==> src/rtl/rnsb_pkg.sv <==
// ----------------------------------------------------------------------------
// rnsb_pkg
// Shared types and constants of the wall bitmap with rank select and clear.
// ----------------------------------------------------------------------------
package rnsb_pkg;

   localparam int unsigned MAX_WALLS   = 8192;
   localparam int unsigned NUM_BYTES   = MAX_WALLS / 8;
   localparam int unsigned GROUP_BYTES = 16;
   localparam int unsigned NUM_GROUPS  = NUM_BYTES / GROUP_BYTES;
   localparam int unsigned BYTE_AW     = $clog2(NUM_BYTES);
   localparam int unsigned GROUP_AW    = $clog2(NUM_GROUPS);
   localparam int unsigned GB_AW       = $clog2(GROUP_BYTES);
   localparam int unsigned TOTAL_W     = 14;
   localparam int unsigned GCNT_W      = 8;
   localparam int unsigned POS_W       = 13;
   localparam int unsigned NUMBER_W    = 32;
   localparam int unsigned CFG_W       = 7;
   localparam int unsigned DIV_STEPS   = NUMBER_W;
   localparam int unsigned DIVCNT_W    = $clog2(DIV_STEPS);
   localparam int unsigned LEFT_W      = 16;
   localparam logic [CFG_W-1:0] GRID_RESET = 7'd32;

   typedef enum logic [1:0] {
      CMD_FILL       = 2'd0,
      CMD_REMOVE_NTH = 2'd1,
      CMD_REMOVE_AT  = 2'd2,
      CMD_IGNORE     = 2'd3
   } cmd_type;

   typedef enum logic [0:0] {
      CSR_GRID_ROWS = 1'b0,
      CSR_GRID_COLS = 1'b1
   } csr_index_type;

   typedef enum logic [2:0] {
      ST_LOAD,
      ST_FILL,
      ST_IDLE,
      ST_DIV,
      ST_GWALK,
      ST_BWALK,
      ST_ACHK,
      ST_DONE
   } state_type;

   typedef struct packed {
      logic accept;
      logic load_fill;
      logic fill_step;
      logic div_step;
      logic gwalk;
      logic bwalk;
      logic achk;
      logic out_load;
   } ctrl_cmd_type;

   typedef struct packed {
      logic fill_last;
      logic total_zero;
      logic addr_oob;
      logic div_last;
      logic g_stop;
      logic b_stop;
   } dp_status_type;

endpackage

==> src/rtl/rnsb_ctrl.sv <==
// ----------------------------------------------------------------------------
// rnsb_ctrl
// Sequencer: fill sweep, rank division, group/byte walks, address check, response hand-off.
// ----------------------------------------------------------------------------
module rnsb_ctrl import rnsb_pkg::*; (
   input  logic          clock,
   input  logic          reset,
   input  logic          req_valid,
   input  logic [1:0]    req_command,
   output logic          req_ready,
   output logic          rsp_valid,
   input  logic          rsp_ready,
   input  dp_status_type sts,
   output ctrl_cmd_type  cmd
);

   state_type state_ff, state_in;
   logic      respond_ff, respond_in;
   logic      rsp_valid_ff, rsp_valid_in;

   always_ff @(posedge clock) begin
      if (reset) begin
         state_ff     <= ST_LOAD;
         respond_ff   <= 1'b0;
         rsp_valid_ff <= 1'b0;
      end else begin
         state_ff     <= state_in;
         respond_ff   <= respond_in;
         rsp_valid_ff <= rsp_valid_in;
      end
   end

   always_comb begin
      state_in   = state_ff;
      respond_in = respond_ff;
      cmd        = '0;
      req_ready  = 1'b0;
      unique case (state_ff)
         ST_LOAD: begin
            cmd.load_fill = 1'b1;
            state_in      = ST_FILL;
         end
         ST_FILL: begin
            cmd.fill_step = 1'b1;
            if (sts.fill_last) begin
               state_in = respond_ff ? ST_DONE : ST_IDLE;
            end
         end
         ST_IDLE: begin
            req_ready = 1'b1;
            if (req_valid) begin
               cmd.accept = 1'b1;
               unique case (cmd_type'(req_command))
                  CMD_FILL: begin
                     respond_in = 1'b1;
                     state_in   = ST_LOAD;
                  end
                  CMD_REMOVE_NTH: state_in = sts.total_zero ? ST_DONE : ST_DIV;
                  CMD_REMOVE_AT:  state_in = sts.addr_oob ? ST_DONE : ST_ACHK;
                  default:        state_in = ST_DONE;
               endcase
            end
         end
         ST_DIV: begin
            cmd.div_step = 1'b1;
            if (sts.div_last) begin
               state_in = ST_GWALK;
            end
         end
         ST_GWALK: begin
            cmd.gwalk = 1'b1;
            if (sts.g_stop) begin
               state_in = ST_BWALK;
            end
         end
         ST_BWALK: begin
            cmd.bwalk = 1'b1;
            if (sts.b_stop) begin
               state_in = ST_DONE;
            end
         end
         ST_ACHK: begin
            cmd.achk = 1'b1;
            state_in = ST_DONE;
         end
         ST_DONE: begin
            // output register free or draining this cycle
            if (!rsp_valid_ff || rsp_ready) begin
               cmd.out_load = 1'b1;
               state_in     = ST_IDLE;
            end
         end
         default: state_in = ST_IDLE;
      endcase
   end

   assign rsp_valid_in = cmd.out_load | (rsp_valid_ff & ~rsp_ready);
   assign rsp_valid    = rsp_valid_ff;

endmodule

==> config.mk <==
export PLATFORM = sky130hd
export DESIGN_NAME = rnsb_ctrl
export DESIGN_NICKNAME = d
export VERILOG_FILES = /design/src/rtl/rnsb_pkg.sv /design/src/rtl/rnsb_ctrl.sv
export SDC_FILE = /design/constraint.sdc
export NUM_CORES = 1
export LEC_CHECK = 0
export ABC_AREA = 1
export BUFFER_PORTS_ARGS = -buffer_cell sky130_fd_sc_hd__buf_2
export CAP_MARGIN = 20
export CORE_AREA = 2 2 39 41
export DETAILED_ROUTE_END_ITERATION = 16
export DIE_AREA = 0 0 41 43
export PLACE_DENSITY = 0.7
export SLEW_MARGIN = 5
export SYNTH_ARGS = -nofsm -noshare
export SYNTH_HDL_FRONTEND = slang
export SYNTH_SLANG_ARGS = --single-unit
==> constraint.sdc <==
create_clock -name clock -period 2.4 [get_ports clock]
set_input_delay 0.12 -clock clock [delete_from_list [all_inputs] [get_ports clock]]
set_output_delay 0.12 -clock clock [all_outputs]
set_load 0.01 [all_outputs]
==> results of run 1 <==
## area by class of cell
cell class                 instances  area [sq um]
timing repair buffer              21           105
fill                             152           822
sequential                         5           100
clock buffer                       4          26.3
tap                               16          20.0
inverter                          13          51.3
multi-input combinational         51           259
## flip-flops by register name, summed over array words and instances (netlist names)
register / cells
state_ff: 3
respond_ff: 1
rsp_valid: 1
## worst max-delay path: cells and delay by family (launching register included)
family	cells	cell delay [ps]
and+or+nand+nor	8	710
DFF	1	420
buffers and inverters	1	90
## through the flow
stage | instance area, sq um | instances | setup slack (ps)
floorplan | 410 | 69 | 1220
global placement | 536 | 106 | 1050
detailed placement | 536 | 106 | 1080
CTS | 562 | 110 | 1070
global route | 562 | 110 | 913
finish | 562 | 110 | 1050
## synthesized netlist by cell type (2+ instances only)
| master | count | area [sq um] |
|---|---|---|
| nor3_1 | 3 | 15.0 |
| a21oi_1 | 4 | 20.0 |
| inv_1 | 11 | 41.3 |
| nand2_1 | 11 | 41.3 |
| nand3_1 | 4 | 20.0 |
| nor2_1 | 13 | 48.8 |
| dfxtp_1 | 5 | 100 |
| nand2_2 | 2 | 12.5 |
| nor2_2 | 5 | 31.3 |
| o21a_1 | 2 | 15.0 |
## report_power, final
part           switching, W  internal [W]
combinational      0.000198      0.000123
sequential        0.0000402      0.000106
clock             0.0000319     0.0000627
total              0.000270      0.000292
## cell families after synthesis
logic type,Yosys count
buffers and inverters,13
and+or+nand+nor,41
AOI/OAI and AO/OA,9
DFF,5
xor gates and xnor gates,1
## worst max-delay path by stage
stage	cells after the start	slack, ps	to	start
2_1_floorplan	9	1220	state_ff[1]$_SDFFE_PP0P_	state_ff[1]$_SDFFE_PP0P_
3_3_place_gp	9	1050	state_ff[1]$_SDFFE_PP0P_	state_ff[0]$_SDFFE_PP0P_
3_5_place_dp	9	1080	state_ff[1]$_SDFFE_PP0P_	state_ff[0]$_SDFFE_PP0P_
4_1_cts	5	1070	cmd[2]	state_ff[0]$_SDFFE_PP0P_
5_1_grt	9	910	state_ff[1]$_SDFFE_PP0P_	state_ff[0]$_SDFFE_PP0P_
6_report	9	1050	state_ff[1]$_SDFFE_PP0P_	state_ff[0]$_SDFFE_PP0P_
## per-layer routing
layer  global-route usage (%)  vias up  part of all wire [%]
li1                         -      268                     -
met1                     15.2      210                    42
met2                     19.4       10                    52
met3                     5.76        0                   6.1
met4                     8.00        0                     0
met5                        0        -                     0
==> run summary, run 1 <==
Status: completed
Share of post-route cells with drive strength above 1: 37.2%
Pwr dens: 1000 mW/mm^2
Crit-path max FO: 5
FFs w/ async S/R, synth: 0%
DRT antenna net count: 0
Starting density of the core: 29.7%
Port Buffers: 21
Req. time, crit path: 2530 ps
Largest family of logic cells by synthesized area: simple AND/OR/NAND/NOR gates
First-pass GRT wire length: 1570 um
Area grow syn2layout: 36.9%
Rows: 14
Commonest non-fill, non-tap cell in the layout: buf_2
Root buf cell: clkbuf_4
Post-synthesis compound-gate area fraction: 13.1%
CP max-delay cell: dfxtp_1
Final nets: 107
R2r startpoint: state_ff[0]$_SDFFE_PP0P_
Sequential area share after synthesis: 24.4%
H-tree Lvls: 1
Worst-path cell chain: inv_2, nor2_1, nand2_1, nor2_2, nor2_4, nand2_2, nand2_1, nand2_1, nor2_2
Final setup viols: 0
Final Cycle Share: 56.1%
Drt pass-1 iters: 4
Reg2reg setup slack: 1050 ps
CTS Hold Bufs: 0
Worst hold stages: 4
Total track usage: 13.3%
Setup CP Type: flip-flop to flip-flop
WHS Endpoint: state_ff[2]$_SDFFE_PP0P_
Tightest Pin Transition: 293 ps
Final Hold Viols: 0
EDFF count, synth: 0
Post-synth top flop: dfxtp_1
Setup Buffers After CTS: 0
Largest net degree at the start of global routing: 11
Xor/xnor share of the synthesized area: 2.13%
DRC viols: 0
RSZ-0062 raised after global routing: false
Final Slew Violations: 0
1st-iter DRT viols: 6
Die area: 0.00176 sq mm
Slew HR: 80.4%
Leakage: 0.322 nW
Number of diodes: 0
Worst Skew: 2.29 ps
Setup TNS: 0 ps
CP Data Arrival Time: 1470 ps
Hold_sp: reset
Synth cell types: 19
Max Clock Freq: 743 MHz
Worst hold margin: 180 ps
Clk_lat worst skew: 240 ps
WL per Instance: 8.74 um
Syn_nets: 81
Multiplexer area fraction after synthesis: 0%
Crit start category: flip-flop
Reg-to-Reg End: state_ff[1]$_SDFFE_PP0P_
GPL Wtd Cong: 0.828
HPWL Detailed: 818 um
Post-CTS Resized: 0
Crit-path max cell delay: 420 ps
GRT overflow: 0
Hold Crit Class: input port to flip-flop
Adder-Cell Fraction of Synth Area: 0%
Ports: 22
Vias in the first global route: 425
Die height: 43 um
Core ar.: 0.00138 sq mm
R2R cell count: 9
Vias: 488
Tot Pwr: 0.000562 W
CTS tree: done
Die width: 41 um
Clock transition at path regs: 40 ps
Final WL: 961 um
Post-synthesis simple-gate area fraction: 47.9%
Cell count after synthesis: 69
Vias per cell: 4.44
Most common cell on crit path: nand2_1
#FFs+latches synth: 5
Initial antenna violation count: 0
Post-route minimum period: 1350 ps
Commonest non-fill, non-tap cells in the layout: buf_2, nor2_1, inv_1, nand2_1
Worst vdd ir: 0.356 mV
Synthesis Warnings: 0
Syn avg cell area: 5.95 sq um
Max cap viols: 0
CTS buffer count: 3
Mapped cell area: 410 sq um
Clock buffer depth: 2
Clk sink count: 5
Utilization after layout: 40.6%
Critical path capture point type: flip-flop
Note: power is estimated with default switching activity, not from simulation.
==> run 2: changes to the inputs <==
--- a/config.mk
+++ b/config.mk
@@ -11,7 +11,7 @@
 export CORE_AREA = 2 2 39 41
 export DETAILED_ROUTE_END_ITERATION = 16
 export DIE_AREA = 0 0 41 43
-export PLACE_DENSITY = 0.7
+export PLACE_DENSITY = 0.72
 export SLEW_MARGIN = 5
 export SYNTH_ARGS = -nofsm -noshare
 export SYNTH_HDL_FRONTEND = slang
==> constraint.sdc (replaced) <==
create_clock -name clock -period 1.15 [get_ports clock]
set_input_delay 0.0575 -clock clock [delete_from_list [all_inputs] [get_ports clock]]
set_output_delay 0.0575 -clock clock [all_outputs]
set_load 0.01 [all_outputs]
==> run summary, run 2 (synthesis results as in run 1) <==
CP max-delay cell: dfxtp_4
Largest net degree at the start of global routing: 9
Crit start category: flip-flop
Fillcell total: 125
Vias per cell: 4.83
Most flops, register: state_ff
RSZ-0062 raised after global routing: true
Die width: 41 um
CP Launch Point: state_ff[1]$_SDFFE_PP0P_
CP Data Arrival Time: 1350 ps
Clock buffer depth: 2
First-pass GRT wire length: 1880 um
Ports: 22
Final nets: 117
Req. time, crit path: 1290 ps
Core ar.: 0.00138 sq mm
Die height: 43 um
Clk_lat worst skew: 240 ps
Final WL: 1330 um
Total track usage: 15.9%
Port Buffers: 21
GPL Wtd Cong: 0.832
Worst-path cell chain: nor2_2, nand3_1, nand2_1, nor2_4, nand2_4, nand2_2, nand2_2, nor2_2
Initial antenna violation count: 0
Failing checks: negative setup slack
Max cap viols: 0
Starting density of the core: 29.7%
H-tree Lvls: 1
Worst vdd ir: 1.23 mV
HPWL Detailed: 875 um
CTS buffer count: 3
Post-route minimum period: 1210 ps
Share of post-route cells with drive strength above 1: 57.7%
GRT overflow: 0
Placed cell count: 113
Met2 global-route usage: 24.7%
Commonest non-fill, non-tap cell in the layout: buf_2
Clock transition at path regs: 50 ps
1st-iter DRT viols: 9
Crit-path max FO: 7
Setup CP Type: flip-flop to flip-flop
Global routing usage on met3: 4.71%
Vias: 580
Status: finished with violations
Crit-path max cell delay: 400 ps
Commonest non-fill, non-tap cells in the layout: buf_2, inv_1, nor2_1, buf_4
Final Cycle Share: 105%
Post-route cell area: 758 sq um
Non-Filler Instances: 120
Area grow syn2layout: 84.8%
Hold Crit Class: input port to flip-flop
R2r startpoint: state_ff[1]$_SDFFE_PP0P_
Leakage: 0.392 nW
Critical path capture point type: flip-flop
Final Slew Violations: 0
Clk sink count: 5
Worst path top cell family by delay: simple AND/OR/NAND/NOR gates
DRT antenna net count: 0
Worst Path Buf+Inv: 0
Tightest Pin Transition: 234 ps
GRT Max-Usage Layer: met2
Max Clock Freq: 827 MHz
DRC viols: 0
Pwr dens: 2180 mW/mm^2
Met1 Usage GRT: 17.7%
Rows: 14
Max FFs per register: 3
Vias in the first global route: 501
Number of diodes: 0
Final setup viols: 7
Hold_sp: reset
CTS tree: done
Post-DP Area: 592 sq um
Reg2reg setup slack: -60 ps
Drt pass-1 iters: 4
Final Hold Viols: 0
Slew HR: 84.2%
Root buf cell: clkbuf_4
Die area: 0.00176 sq mm
Final WS setup: -59.2 ps
Worst Skew: 5.97 ps
CTS Hold Bufs: 0
WL per Instance: 11.1 um
==> run 2: path summary, 6_finish.rpt <==
path,endpoint,depth (start not counted)
setup reg to reg,state_ff[1]$_SDFFE_PP0P_,8
hold reg to reg,respond_ff$_SDFFE_PP0P_,1
hold / removal,state_ff[2]$_SDFFE_PP0P_,4
setup / recovery,state_ff[1]$_SDFFE_PP0P_,8
==> run 2: power by group <==
group	switching (W)	leakage, nW	internal (W)
combinational	0.000599	0.334	0.000469
clock	0.0000724	0.0150	0.000131
sequential	0.000138	0.0429	0.000246
total	0.000810	0.392	0.000847
==> run 2: layout make-up <==
class / count / area (sq um) / share of cell area (%)
clock buffers: 4 / 26.3 / 3.47
well taps: 16 / 20.0 / 2.64
repair buffers: 31 / 188 / 24.8
multi-input cells: 51 / 354 / 46.7
flip-flops and latches: 5 / 111 / 14.7
inverters: 13 / 58.8 / 7.76
==> run 2: stage by stage <==
stage | utilization, % | setup WS [ps] | power [W] | TNS [ps] | hold slack [ps]
after CTS | 49.4 | -36.3 | 0.00146 | -94.2 | 104
after global placement | 42.8 | -97.1 | 0.00107 | -262 | 360
after detailed placement | 42.8 | -114 | 0.00108 | -254 | 359
after global routing | 54.8 | -139 | 0.00179 | -833 | 115
final | 54.8 | -59.2 | 0.00166 | -247 | 117
after floorplan | - | 23.0 | 0.000797 | 0 | 225
==> run 2: what timing repair did <==
item | in CTS | in global routing
resized for setup | 12 | 18
pin swaps | 5 | 4
setup endpoints to repair | 10 | 7
setup buffers | 4 | 0
==> run 2: tightest hold or removal path, stage by stage <==
cell and delay [ps]:
buf_2 70, inv_1 80, nand2_1 80, nor2_1 30
==> run 2: layer usage <==
layer / vias to the layer above / share of wire, % / wire length [um]
met2: 15 / 59 / 778
met1: 272 / 34 / 454
met5: - / 0 / 0
met3: 4 / 5.1 / 68
met4: 0 / 1.9 / 25
li1: 289 / - / -
==> run 3: changes to the inputs <==
--- a/config.mk
+++ b/config.mk
@@ -11,7 +11,7 @@
 export CORE_AREA = 2 2 39 41
 export DETAILED_ROUTE_END_ITERATION = 16
 export DIE_AREA = 0 0 41 43
-export PLACE_DENSITY = 0.72
+export PLACE_DENSITY = 0.7
 export SLEW_MARGIN = 5
 export SYNTH_ARGS = -nofsm -noshare
 export SYNTH_HDL_FRONTEND = slang
==> constraint.sdc (replaced) <==
create_clock -name clock -period 1.4 [get_ports clock]
set_input_delay 0.07 -clock clock [delete_from_list [all_inputs] [get_ports clock]]
set_output_delay 0.07 -clock clock [all_outputs]
set_load 0.01 [all_outputs]
==> run summary, run 3 (synthesis results as in run 1) <==
Status: completed
R2r startpoint: state_ff[0]$_SDFFE_PP0P_
Crit start category: flip-flop
Max Clock Freq: 828 MHz
Drt pass-1 iters: 4
Rows: 14
WHS Endpoint: state_ff[2]$_SDFFE_PP0P_
DRT antenna net count: 0
Clock buffer depth: 2
Commonest non-fill, non-tap cells in the layout: buf_2, nor2_1, inv_1, nand2_1, nor2_2
Total track usage: 13.3%
R2R cell count: 9
Leakage: 0.323 nW
Reg2reg setup slack: 190 ps
1st-iter DRT viols: 8
Final nets: 107
Share of post-route cells with drive strength above 1: 41.5%
CP Data Arrival Time: 1330 ps
Clk sink count: 5
Starting density of the core: 29.7%
GRT overflow: 0
Die width: 41 um
Core ar.: 0.00138 sq mm
Ports: 22
Worst Skew: 2.71 ps
Initial antenna violation count: 0
Final WS setup: 192 ps
Clk_lat worst skew: 240 ps
Final Cycle Share: 86.3%
Final setup viols: 0
Die height: 43 um
Crit-path max FO: 5
CTS tree: done
Placed cell count: 106
Hold Crit Class: input port to flip-flop
Critical path capture point type: flip-flop
Number of diodes: 0
Clock transition at path regs: 40 ps
Most flops, register: state_ff
Max cap viols: 0
Slew HR: 83.3%
Hold_sp: reset
Commonest non-fill, non-tap cell in the layout: buf_2
CTS buffer count: 3
Pwr dens: 1710 mW/mm^2
Vias in the first global route: 425
Port Buffers: 21
Post-route minimum period: 1210 ps
Setup TNS: 0 ps
Req. time, crit path: 1520 ps
Place WS: 82.5 ps
HPWL Detailed: 818 um
Setup CP Type: flip-flop to flip-flop
Setup Buffers After CTS: 0
Worst vdd ir: 0.588 mV
Post-route cell area: 568 sq um
WL per Instance: 8.60 um
DRC viols: 0
Max FFs per register: 3
Largest net degree at the start of global routing: 11
Vias: 493
Tightest Pin Transition: 250 ps
Non-Filler Instances: 110
Area grow syn2layout: 38.4%
Root buf cell: clkbuf_4
Final Hold Viols: 0
Worst hold stages: 4
First-pass GRT wire length: 1570 um
Final Slew Violations: 0
Vias per cell: 4.48
H-tree Lvls: 1
Final WL: 946 um
GPL Wtd Cong: 0.828
Reg-to-Reg End: state_ff[1]$_SDFFE_PP0P_
Die area: 0.00176 sq mm
Post-DP Area: 536 sq um
RSZ-0062 raised after global routing: false
==> run 3: cell types whose count changed in the layout (fill, tap and decap cells not counted), moves of 2 or more <==
| cell | previous run | this run |
|---|---|---|
| dfxtp_4 | 3 | 0 |
| buf_4 | 8 | 0 |
| nand2_2 | 5 | 2 |
| nor2_1 | 9 | 12 |
| nor2_4 | 6 | 1 |
| dfxtp_2 | 0 | 3 |
| nor3_1 | 1 | 3 |
| nor2_2 | 4 | 6 |
| nand2_1 | 6 | 11 |
| buf_6 | 2 | 0 |
==> run 3: what timing repair did <==
action                                  CTS  global route
gates resized for setup                   0             4
endpoints found under the setup margin    0             3
hold buffers                              0             0
==> run 3: how the worst max path moves through the flow <==
| stage | start | endpoint | slack, ps | depth (start not counted) |
|---|---|---|---|---|
| after global placement | state_ff[0]$_SDFFE_PP0P_ | state_ff[1]$_SDFFE_PP0P_ | 50 | 9 |
| after global routing | state_ff[1]$_SDFFE_PP0P_ | state_ff[1]$_SDFFE_PP0P_ | 60 | 9 |
| after floorplan | state_ff[1]$_SDFFE_PP0P_ | state_ff[1]$_SDFFE_PP0P_ | 220 | 9 |
| after CTS | state_ff[0]$_SDFFE_PP0P_ | state_ff[1]$_SDFFE_PP0P_ | 70 | 9 |
| after detailed placement | state_ff[0]$_SDFFE_PP0P_ | state_ff[1]$_SDFFE_PP0P_ | 80 | 9 |
| final | state_ff[0]$_SDFFE_PP0P_ | state_ff[1]$_SDFFE_PP0P_ | 190 | 9 |
==> run 3: power by group <==
group / internal (W) / switching (W) / leakage (nW)
combinational: 0.000214 / 0.000338 / 0.266
sequential: 0.000189 / 0.0000697 / 0.0419
clock: 0.000107 / 0.0000534 / 0.0150
total: 0.000511 / 0.000461 / 0.323
==> run 3: per-layer routing <==
metal | vias up | GRT usage [%] | routed length (um)
met2 | 8 | 19.4 | 491
li1 | 270 | - | -
met3 | 2 | 5.76 | 56
met5 | - | 0 | 0
met4 | 0 | 8.00 | 8
met1 | 213 | 15.2 | 390
==> run 3: stage by stage <==
stage | power [W] | hold WS, ps | util [%]
2_1_floorplan | 0.000646 | 250 | -
3_3_place_gp | 0.000798 | 380 | 38.7
3_5_place_dp | 0.000799 | 376 | 38.7
4_1_cts | 0.000969 | 121 | 40.6
5_1_grt | 0.00109 | 142 | 41.0
6_report | 0.000973 | 123 | 41.0
==> run 3: critical path, stage by stage (launching register included) <==
cell and delay (ps):
dfxtp_2 370, inv_2 70, nor2_2 130, nand2_1 100, nor2_2 140, nor2_4 50, nand2_2 90, nand2_1 50
nand2_1 60, nor2_2 30
==> run 3: cell type report <==
| class | count | area (sq um) |
|---|---|---|
| timing repair buffer | 21 | 105 |
| fill | 155 | 816 |
| clock buffer | 4 | 26.3 |
| inverter | 13 | 51.3 |
| tap | 16 | 20.0 |
| multi-input combinational | 51 | 262 |
| sequential | 5 | 104 |
